### src/rtl/core/rbd_pkg.sv
// ----------------------------------------------------------------------------
// rbd_pkg
// types and constants shared by the rigid body derived data core
// ----------------------------------------------------------------------------
package rbd_pkg;

  localparam int unsigned NumRegs = 6;
  localparam int unsigned NumRows = 6;

  localparam logic [2:0] RegXx = 3'd0;
  localparam logic [2:0] RegXy = 3'd1;
  localparam logic [2:0] RegXz = 3'd2;
  localparam logic [2:0] RegYy = 3'd3;
  localparam logic [2:0] RegYz = 3'd4;
  localparam logic [2:0] RegZz = 3'd5;

  localparam logic [2:0] RowLast = 3'd5;

  typedef struct packed {
    logic signed [31:0] quat_r;
    logic signed [31:0] quat_i;
    logic signed [31:0] quat_j;
    logic signed [31:0] quat_k;
    logic signed [31:0] pos_x;
    logic signed [31:0] pos_y;
    logic signed [31:0] pos_z;
  } rbd_in_t;

  typedef struct packed {
    logic [2:0]         row_index;
    logic signed [31:0] col0;
    logic signed [31:0] col1;
    logic signed [31:0] col2;
    logic signed [31:0] col3;
    logic               last_row;
  } rbd_out_t;

  // round (v / 2^30) on a signed 66 bit value
  function automatic logic signed [35:0] rnd30(input logic signed [65:0] v);
    logic signed [65:0] t;
    begin
      t = v + 66'sd536870912;
      return t[65:30] ;
    end
  endfunction

  function automatic logic signed [31:0] sat32(input logic signed [39:0] v);
    begin
      if (v > 40'sd2147483647) return 32'sh7fffffff;
      else if (v < -40'sd2147483648) return 32'sh80000000;
      else return v[31:0];
    end
  endfunction

endpackage

### src/rtl/core/rbd_emit.sv
// ----------------------------------------------------------------------------
// rbd_emit
// holds finished items in a small queue and sends six rows per item
// ----------------------------------------------------------------------------
module rbd_emit (
  input  logic               clk,
  input  logic               rst_n,
  input  logic               in_vld,
  input  logic signed [35:0] in_rm [3][3],
  input  logic signed [39:0] in_w [3][3],
  input  logic signed [31:0] in_pos [3],
  output logic               q_full,
  output logic               out_valid,
  output rbd_pkg::rbd_out_t  out_data
);
  import rbd_pkg::*;

  // rows of one item, packed into 4 cols each
  typedef logic [127:0] rowset_t [6];

  localparam int unsigned Depth = 2;

  rowset_t     mem_r [Depth];
  logic [0:0]  wp_r, rp_r;
  logic [1:0]  cnt_r;
  logic [2:0]  row_r;
  rowset_t     rs;
  logic        pop;

  always_comb begin
    for (int a = 0; a < 3; a++) begin
      rs[a] = {sat32(40'(in_rm[a][0] >>> 14) + 40'(in_rm[a][0][13])),
               sat32(40'(in_rm[a][1] >>> 14) + 40'(in_rm[a][1][13])),
               sat32(40'(in_rm[a][2] >>> 14) + 40'(in_rm[a][2][13])),
               in_pos[a]};
      rs[a + 3] = {sat32(in_w[a][0]), sat32(in_w[a][1]), sat32(in_w[a][2]), 32'd0};
    end
    pop = (cnt_r != 2'd0) && (row_r == RowLast);
  end

  assign q_full = (cnt_r == 2'(Depth));
  assign out_valid = (cnt_r != 2'd0);

  always_comb begin
    out_data.row_index = row_r;
    out_data.col0 = mem_r[rp_r][row_r][127:96];
    out_data.col1 = mem_r[rp_r][row_r][95:64];
    out_data.col2 = mem_r[rp_r][row_r][63:32];
    out_data.col3 = mem_r[rp_r][row_r][31:0];
    out_data.last_row = (row_r == RowLast);
  end

  always_ff @(posedge clk) begin
    if (!rst_n) begin
      wp_r <= 1'b0;
      rp_r <= 1'b0;
      cnt_r <= 2'd0;
      row_r <= 3'd0;
    end else begin
      if (in_vld) wp_r <= wp_r + 1'b1;
      if (pop) rp_r <= rp_r + 1'b1;
      cnt_r <= cnt_r + 2'(in_vld) - 2'(pop);
      if (cnt_r != 2'd0) row_r <= (row_r == RowLast) ? 3'd0 : row_r + 3'd1;
    end
    if (in_vld) mem_r[wp_r] <= rs;
  end

endmodule

### config.mk
export PLATFORM = sky130hd
export DESIGN_NAME = rbd_emit
export DESIGN_NICKNAME = d
export VERILOG_FILES = /design/src/rtl/core/rbd_pkg.sv /design/src/rtl/core/rbd_emit.sv
export SDC_FILE = /design/constraint.sdc
export NUM_CORES = 1
export LEC_CHECK = 0
export ABC_AREA = 1
export BUFFER_PORTS_ARGS = -buffer_cell sky130_fd_sc_hd__buf_4
export CORE_AREA = 2 2 358 360
export DETAILED_ROUTE_END_ITERATION = 8
export DIE_AREA = 0 0 360 362
export PLACE_DENSITY = 0.67
export SLEW_MARGIN = 30
export SYNTH_ARGS = -nofsm -noshare
export SYNTH_HDL_FRONTEND = slang
export SYNTH_SLANG_ARGS = --single-unit
### constraint.sdc
create_clock -name clk -period 58.4 [get_ports clk]
set_input_delay 2.92 -clock clk [delete_from_list [all_inputs] [get_ports clk]]
set_output_delay 2.92 -clock clk [all_outputs]
set_load 0.03 [all_outputs]
# Word-level counts from Yosys, hierarchy flattened
# Memory sizes are Yosys's and may differ from the RTL's. A register that Yosys moved wholly into a read port is not among the register bits.
# Cells that the tools add are included.
[op_classes] n_lt_le_gt_ge=37 reduce_logical=2 n_div=0 shift=0 n_addsub=14 muxes=44 eq_ne=2 mul=0 bitwise_logic=1
[op_table] op="32-bit 2-to-1 mux" count=36
[op_table] op="128-bit binary-select mux with 3-bit select" count=1
[op_table] op="40-bit by 32-bit > comparator with 1-bit output, second input constant" count=9
[op_table] op="40-bit by 32-bit < comparator with 1-bit output, second input constant" count=9
[op_table] op="23-bit by 32-bit > comparator with 1-bit output, second input constant" count=9
[op_table] op="23-bit by 32-bit < comparator with 1-bit output, second input constant" count=9
[op_table] op="128-bit 2-to-1 mux" count=2
[op_table] op="22-bit by 2-bit adder with 23-bit output" count=9
[op_table] op="4-bit greater-or-equal comparator, second input constant" count=1
[op_table] op="1-bit 2-to-1 mux" count=4
[op_table] op="3-bit NOT with 4-bit output" count=1
[op_table] op="3-bit by 1-bit adder with 3-bit output, second input constant" count=1
[op_table] op="3-bit == test, second input constant" count=1
[op_table] op="3-bit 2-to-1 mux" count=1
[op_table] op="1-bit adder, second input constant" count=2
[op_table] op="2-bit by 1-bit adder with 2-bit output" count=1
[op_table] op="2-bit == test, second input constant" count=1
[op_table] op="2-bit nonzero test" count=1
[op_table] op="2-bit by 1-bit subtractor with 2-bit output" count=1
[op_table] op="1-bit logical AND" count=1
[totals] latchBits=0 output_inout_bits=134 n_memories=1 mem_bits_rw=1344 register_bits=7 elab_cells=105 romBits=0 input_bits=783
[memory_table] name="mem_r" depth=2 width=672 rd=1 rd_ports_with_merged_regs=1 write_ports=1 line="rbd_emit.sv:23" source="rowset_t mem_r [Depth];"

# Depth between registers and ports, before layout
# Gate-level depths: netlist of the first run.
[logic_depth] ltp_word=4 ltp_mapped=11 mapped_depth_nobuf=9

# Least setup slack after synthesis of the first run
# No wires, ideal clock.
[synth_path] path_type="input to register" start="input in_vld" end="memory mem_r[0][0] (netlist bit), enable pin" arrival_ns=28.004 required_time_ns=56.804 slack_ns=28.800 cell_stages=2 setup_ns=1.596 n_path_buf=0 cell_sequence="inv_1 > nor2_1"
[synth_between] elab_chain_len=2
[synth_lines] item="start: declaration" line="rbd_emit.sv:8" source="input logic in_vld,"
[synth_lines] item="1-bit 2-to-1 mux" line="rbd_emit.sv:65" source="if (in_vld) mem_r[wp_r] <= rs;"
[synth_lines] item="1-bit 2-to-1 mux (implied by the code)" line="rbd_emit.sv:65"
[synth_lines] item="end: declaration" line="rbd_emit.sv:23"
# No other way between the ends.

==> flow_metrics.tcl, run 1 <==
set metrics [dict create \
    ys_async_sr_fraction_pct 0 \
    gp_congestion 0.896 \
    synth_edf_count 1200 \
    cts_setup_buffers 0 \
    synth_nets 7107 \
    syn_area_um2 58000 \
    synth_seq_cells 1208 \
    relSlewSlack_pct 33.6 \
    critical_path.slowest_cell "buf_4" \
    r2r_cells 5 \
    crit_path_end "out_data[58]" \
    dp_hpwl_um 124000 \
    reg2reg_to "mem_r[1][11]" \
    cp-end-kind "primary output" \
    synth_area_leaders "edfxtp_1 (62%), nand2_1 (15%), inv_1 (5.6%)" \
    start_util_pct 45.8 \
    hold_ws_ns 0.544 \
    path_max_fanout 86 \
    first_global_vias 43800 \
    portBuffers 799 \
    cts_made_buffers 135 \
    final_antenna_net_count 0 \
    maxSlewViolCount 0 \
    fin_nets 7799 \
    synth_top_cell_area_share_pct 62.1 \
    worst_setup_path_start_kind "flop" \
    routed_wl_um 180000 \
    htreeDepth 4 \
    cp_num_cells 13 \
    setup_violations 0 \
    die-width_um 360 \
    io_pins 917 \
    worst_ep_arrival_time_ns 6.62 \
    yosys_warnings 0 \
    final.setup_skew_ns 0.0196 \
    postSynthCellCount 6304 \
    cts_resized 0 \
    hold_viol 0 \
    crit_chain "buf_4, buf_4, buf_4, buf_4, buf_4, nand2_1, nand3_1, nand2_1, nand2_1, nand2_1, nand2_1, nand2_1, buf_4" \
    hp-class "flop to flop" \
    coreArea_um2 127000 \
    syn_avg_cell_area_um2 9.21 \
    drc 0 \
    track_usage_pct 27.0 \
    r2r_setup_slack_ns 54.35 \
    synth_flop_cell "edfxtp_1" \
    grt_pass1_wl_um 265000 \
    antenna_found_initial 49 \
    critPathTopFamily "buffers and inverters" \
    drive_gt1_share_pct 15.4 \
    die_y_um 362 \
    overflow 0 \
    r2r-start "wp_r" \
    max_stage_delay_ns 0.90 \
    rsz0062_at_grt "no" \
    dr.pass1.iters 8 \
    cts_tree "built" \
    clock_path_buffers 3 \
    yosysMostFrequentCell "nand2_1" \
    clk_pin_slew_ns 0.05 \
    grt_max_degree 177 \
    holdBufCountCts 0 \
    drv_cap 0 \
    p_leak_nw 30.8 \
    root_buffer "clkbuf_16" \
    period_share_pct 16.3 \
    power_density_nw_per_um2 31.2 \
    vias 45300 \
    dieArea_um2 130000 \
    drtIter0Drc 4068 \
    rows 131 \
    ir_drop_mv 0.0256 \
    synth.distinct_cells 31 \
    area_growth_pct 20.6 \
    yosysTopAreaCell "edfxtp_1" \
    synthTopCellsByCount "nand2_1 (2261), edfxtp_1 (1200), inv_1 (863)" \
    wl_per_cell_um 20.5 \
    viasPerCell 5.16 \
    cp.required_ns 55.48 \
    ys_seq_area_share_pct 62.4 \
    clock_latency_ns 0.75 \
    clock.fmax_ghz 0.105 \
    timing.final.crit_period_ns 9.54 \
    criticalPathCategory "flop to primary output" \
    cp.buffers_inverters 6 \
    worst_pin_slew_ns 0.996 \
    cts.sinks 1208 \
    status "completed" \
    fin_tns_setup_ns 0 \
]
-- layout make-up --
cell class              instances  area, um2
diodes                         29       72.6
multi-input cells            3929      17400
flip-flops and latches       1208      36200
repair buffers                854       6560
clock inverters                77        836
well taps                    1662       2080
inverters                     868       3290
clock buffers                 164       3540
fillers                     11200      56700
-- per-layer routing --
metal / GRT usage (%) / part of all wire, %
met1: 32.1 / 38
met2: 45.8 / 49
met3: 6.33 / 7.7
met4: 14.2 / 5.1
met5: 0 / 0.15
-- worst reg2reg max path: stages (launching register included) --
cell	delay, ns
dfxtp_1	0.39
nand2_1	0.16
inv_8	0.60
buf_4	0.86
buf_4	0.87
buf_6	0.73
-- cell families after synthesis --
group,count (synthesis),share of synthesized area [%]
XOR/XNOR,139,2.10
flip-flops,1208,62.4
AND/OR/NAND/NOR,3275,22.5
buffers and inverters,1167,7.96
AO/OA/AOI/OAI,495,4.67
adder cells (fa/ha/maj),20,0.431
-- state kept, by name (all words and copies together) (netlist names), named ones only --
register,cells
cnt_r,2
rp_r,1
wp_r,1
mem_r,1200
row_r,3
-- cell usage in the layout, fill, tap and decap left out, drive strengths merged, types with 77 or more instances in the layout --
master and instances:
buf 854, clkbuf 164, edfxtp 1200, inv 875, nand2 2261, nand3 381, nor2 541, o21ai 315
o22ai 97, xor2 77
-- power breakdown --
part	leakage [nW]	internal, mW	switching, mW
logic	17.5	0.103	0.220
registers	11.2	1.01	0.0118
clock network	2.14	0.489	0.351
-- worst min path at each step --
stage,from,end,cells past startpoint
floorplan,wp_r,wp_r,2
global placement,rp_r,rp_r,2
detailed placement,rp_r,flop,2
CTS,rp_r,flop,2
global route,wp_r,wp_r,2
finish,rp_r,flop,2
-- through the flow --
step / instance area [um2] / worst slack, ns / utilization (%) / std cells / power [mW]
2_1_floorplan: 58000 / 28.80 / - / 6304 / 1.24
3_3_place_gp: 65300 / 49.56 / 51.6 / 8515 / 1.36
3_5_place_dp: 65500 / 49.54 / 51.7 / 8519 / 1.36
4_1_cts: 69800 / 48.74 / 55.1 / 8760 / 2.20
5_1_grt: 70000 / 48.39 / 55.2 / 8786 / 2.26
6_report: 70000 / 48.86 / 55.2 / 8791 / 2.18
Note: power is estimated with default switching activity, not from simulation.
==> inputs of run 2 (changes only) <==
--- a/config.mk
+++ b/config.mk
@@ -7,10 +7,10 @@
 export LEC_CHECK = 0
 export ABC_AREA = 1
 export BUFFER_PORTS_ARGS = -buffer_cell sky130_fd_sc_hd__buf_4
-export CORE_AREA = 2 2 358 360
+export CORE_AREA = 2 2 352 354
 export DETAILED_ROUTE_END_ITERATION = 8
-export DIE_AREA = 0 0 360 362
-export PLACE_DENSITY = 0.67
+export DIE_AREA = 0 0 354 356
+export PLACE_DENSITY = 0.69
 export SLEW_MARGIN = 30
 export SYNTH_ARGS = -nofsm -noshare
 export SYNTH_HDL_FRONTEND = slang
==> constraint.sdc (replaced) <==
create_clock -name clk -period 8.85 [get_ports clk]
set_input_delay 0.4425 -clock clk [delete_from_list [all_inputs] [get_ports clk]]
set_output_delay 0.4425 -clock clk [all_outputs]
set_load 0.03 [all_outputs]
==> flow_metrics.tcl, run 2 (synthesis results as in run 1) <==
set metrics [dict create \
    crit_chain "inv_4, nor2_4, buf_4, buf_16, nand3_1, nand2_1, inv_1, nand2_1, nand2_1, nand2_1, buf_4" \
    p_int_mw 10.5 \
    dr.pass1.iters 7 \
    p_sw_share_pct 27.0 \
    cts.sinks 1208 \
    p_comb_share_pct 16.0 \
    hold_viol 0 \
    antenna_found_initial 35 \
    min-delay-start "in_w[132]" \
    worst_path_most_repeated_cell "nand2_1" \
    largest_reg_flops 1200 \
    clock.fmax_ghz 0.195 \
    io_pins 917 \
    r2r-start "wp_r" \
    dieArea_um2 126000 \
    routed_wl_um 182000 \
    fillers 10200 \
    status "completed" \
    drtIter0Drc 5062 \
    path_max_fanout 58 \
    vias 47000 \
    cts_made_buffers 133 \
    drc 0 \
    max_flop_register "mem_r" \
    track_usage_pct 28.2 \
    root_buffer "clkbuf_16" \
    worst_setup_path_start_kind "flop" \
    dp_hpwl_um 120000 \
    criticalPathCategory "flop to primary output" \
    worst_pin_slew_ns 1.19 \
    p_leak_nw 32.2 \
    rsz0062_at_grt "no" \
    clock_latency_ns 0.75 \
    maxSlewViolCount 0 \
    first_global_vias 45600 \
    layout_common_cells "nand2_1 (2260), edfxtp_1 (1200), inv_1 (860)" \
    cts_setup_buffers 0 \
    final_common_cell "nand2_1" \
    htreeDepth 4 \
    area_growth_pct 26.4 \
    wl_per_cell_um 20.0 \
    setup_ws_ns 3.72 \
    grt_max_degree 204 \
    cp.required_ns 8.41 \
    grt_pass1_wl_um 269000 \
    cp-startpoint "row_r[1]" \
    holdBufCountCts 356 \
    viasPerCell 5.16 \
    drive_gt1_share_pct 14.3 \
    portBuffers 799 \
    final.setup_skew_ns 0.0301 \
    start_util_pct 47.3 \
    gp_congestion 0.892 \
    cp-end-kind "primary output" \
    die_y_um 356 \
    fin_nets 8148 \
    cts_tree "built" \
    cts_resized 0 \
    timing.final.crit_period_ns 5.13 \
    relSlewSlack_pct 20.4 \
    largestRegisters "mem_r: 1200 flops, row_r: 3 flops, cnt_r: 2 flops" \
    final_antenna_net_count 0 \
    setup_violations 0 \
    clock_path_buffers 3 \
    clk_pin_slew_ns 0.06 \
    post-place-ws_ns 4.47 \
    power_density_nw_per_um2 195 \
    critical_path.slowest_cell "dfxtp_2" \
    pwr-share-clk_pct 37.0 \
    overflow 0 \
    ir_drop_mv 0.179 \
    hp-class "input port to flop" \
    die-width_um 354 \
    drv_cap 0 \
    seqPwrFrac_pct 47.0 \
    period_share_pct 58.0 \
    p_sw_mw 3.87 \
    max_stage_delay_ns 0.83 \
    worst_ep_arrival_time_ns 4.69 \
    rows 129 \
    coreArea_um2 123000 \
    final_core_util_pct 59.8 \
]
-- run 2: cell count changes in the layout (fill, tap and decap cells not counted), sizes merged --
cell,change
buf,-5
bufinv,-6
clkbuf,+1
clkinvlp,+1
diode,+3
dlygate4sd3,+356
inv,-4
-- run 2: critical path: cells and delay by family (launching register included) --
kind,cells,cell delay (ns)
flops,1,0.83
buf+inv,5,1.51
simple gates,6,1.47
-- run 2: worst paths after layout --
kind / to / slack (ns) / cells after the start
max: out_data[42] / 3.72 / 11
min: mem_r[0][108] / 0.05 / 3
max reg2reg: mem_r[1][522] / 5.56 / 5
min reg2reg: flop / 0.55 / 2
-- run 2: layout make-up --
class	count	area (um2)	share of cell area, %
multi-input combinational	3929	17400	23.7
inverter	868	3300	4.50
antenna	32	80.1	0.109
clock inverter	68	631	0.860
timing repair buffer	1205	10200	13.9
clock buffer	165	3510	4.79
tap	1637	2050	2.79
sequential	1208	36200	49.4
-- run 2: power by group through the flow --
stage | registers [mW] | logic, mW | clock network [mW]
2_1_floorplan | 6.93 | 1.11 | 0
3_3_place_gp | 6.85 | 2.10 | 0
3_5_place_dp | 6.86 | 2.14 | 0
4_1_cts | 6.74 | 2.29 | 5.37
5_1_grt | 6.76 | 2.46 | 5.59
6_report | 6.74 | 2.29 | 5.30
-- run 2: metal layers --
layer / up-vias / GRT usage (%) / wire length, um / share of wire [%]
li1: 22400 / - / - / -
met3: 379 / 4.50 / 13600 / 7.4
met2: 1916 / 48.6 / 90800 / 50
met4: 20 / 13.8 / 9260 / 5.1
met1: 22300 / 34.5 / 68700 / 38
met5: - / 0 / 115 / 0.063
-- run 2: metrics by stage --
stage | instance area (um2) | hold slack (ns) | cells | setup TNS, ns | total power, mW
after floorplan | 58100 | 0.517 | 6304 | -1170.58 | 8.04
after global placement | 65300 | 0.517 | 8483 | 0 | 8.95
after detailed placement | 65400 | 0.544 | 8486 | 0 | 9.00
after CTS | 73100 | 0.0000000555 | 9075 | 0 | 14.4
after global routing | 73300 | 0.0189 | 9096 | 0 | 14.8
final | 73400 | 0.0487 | 9112 | 0 | 14.3
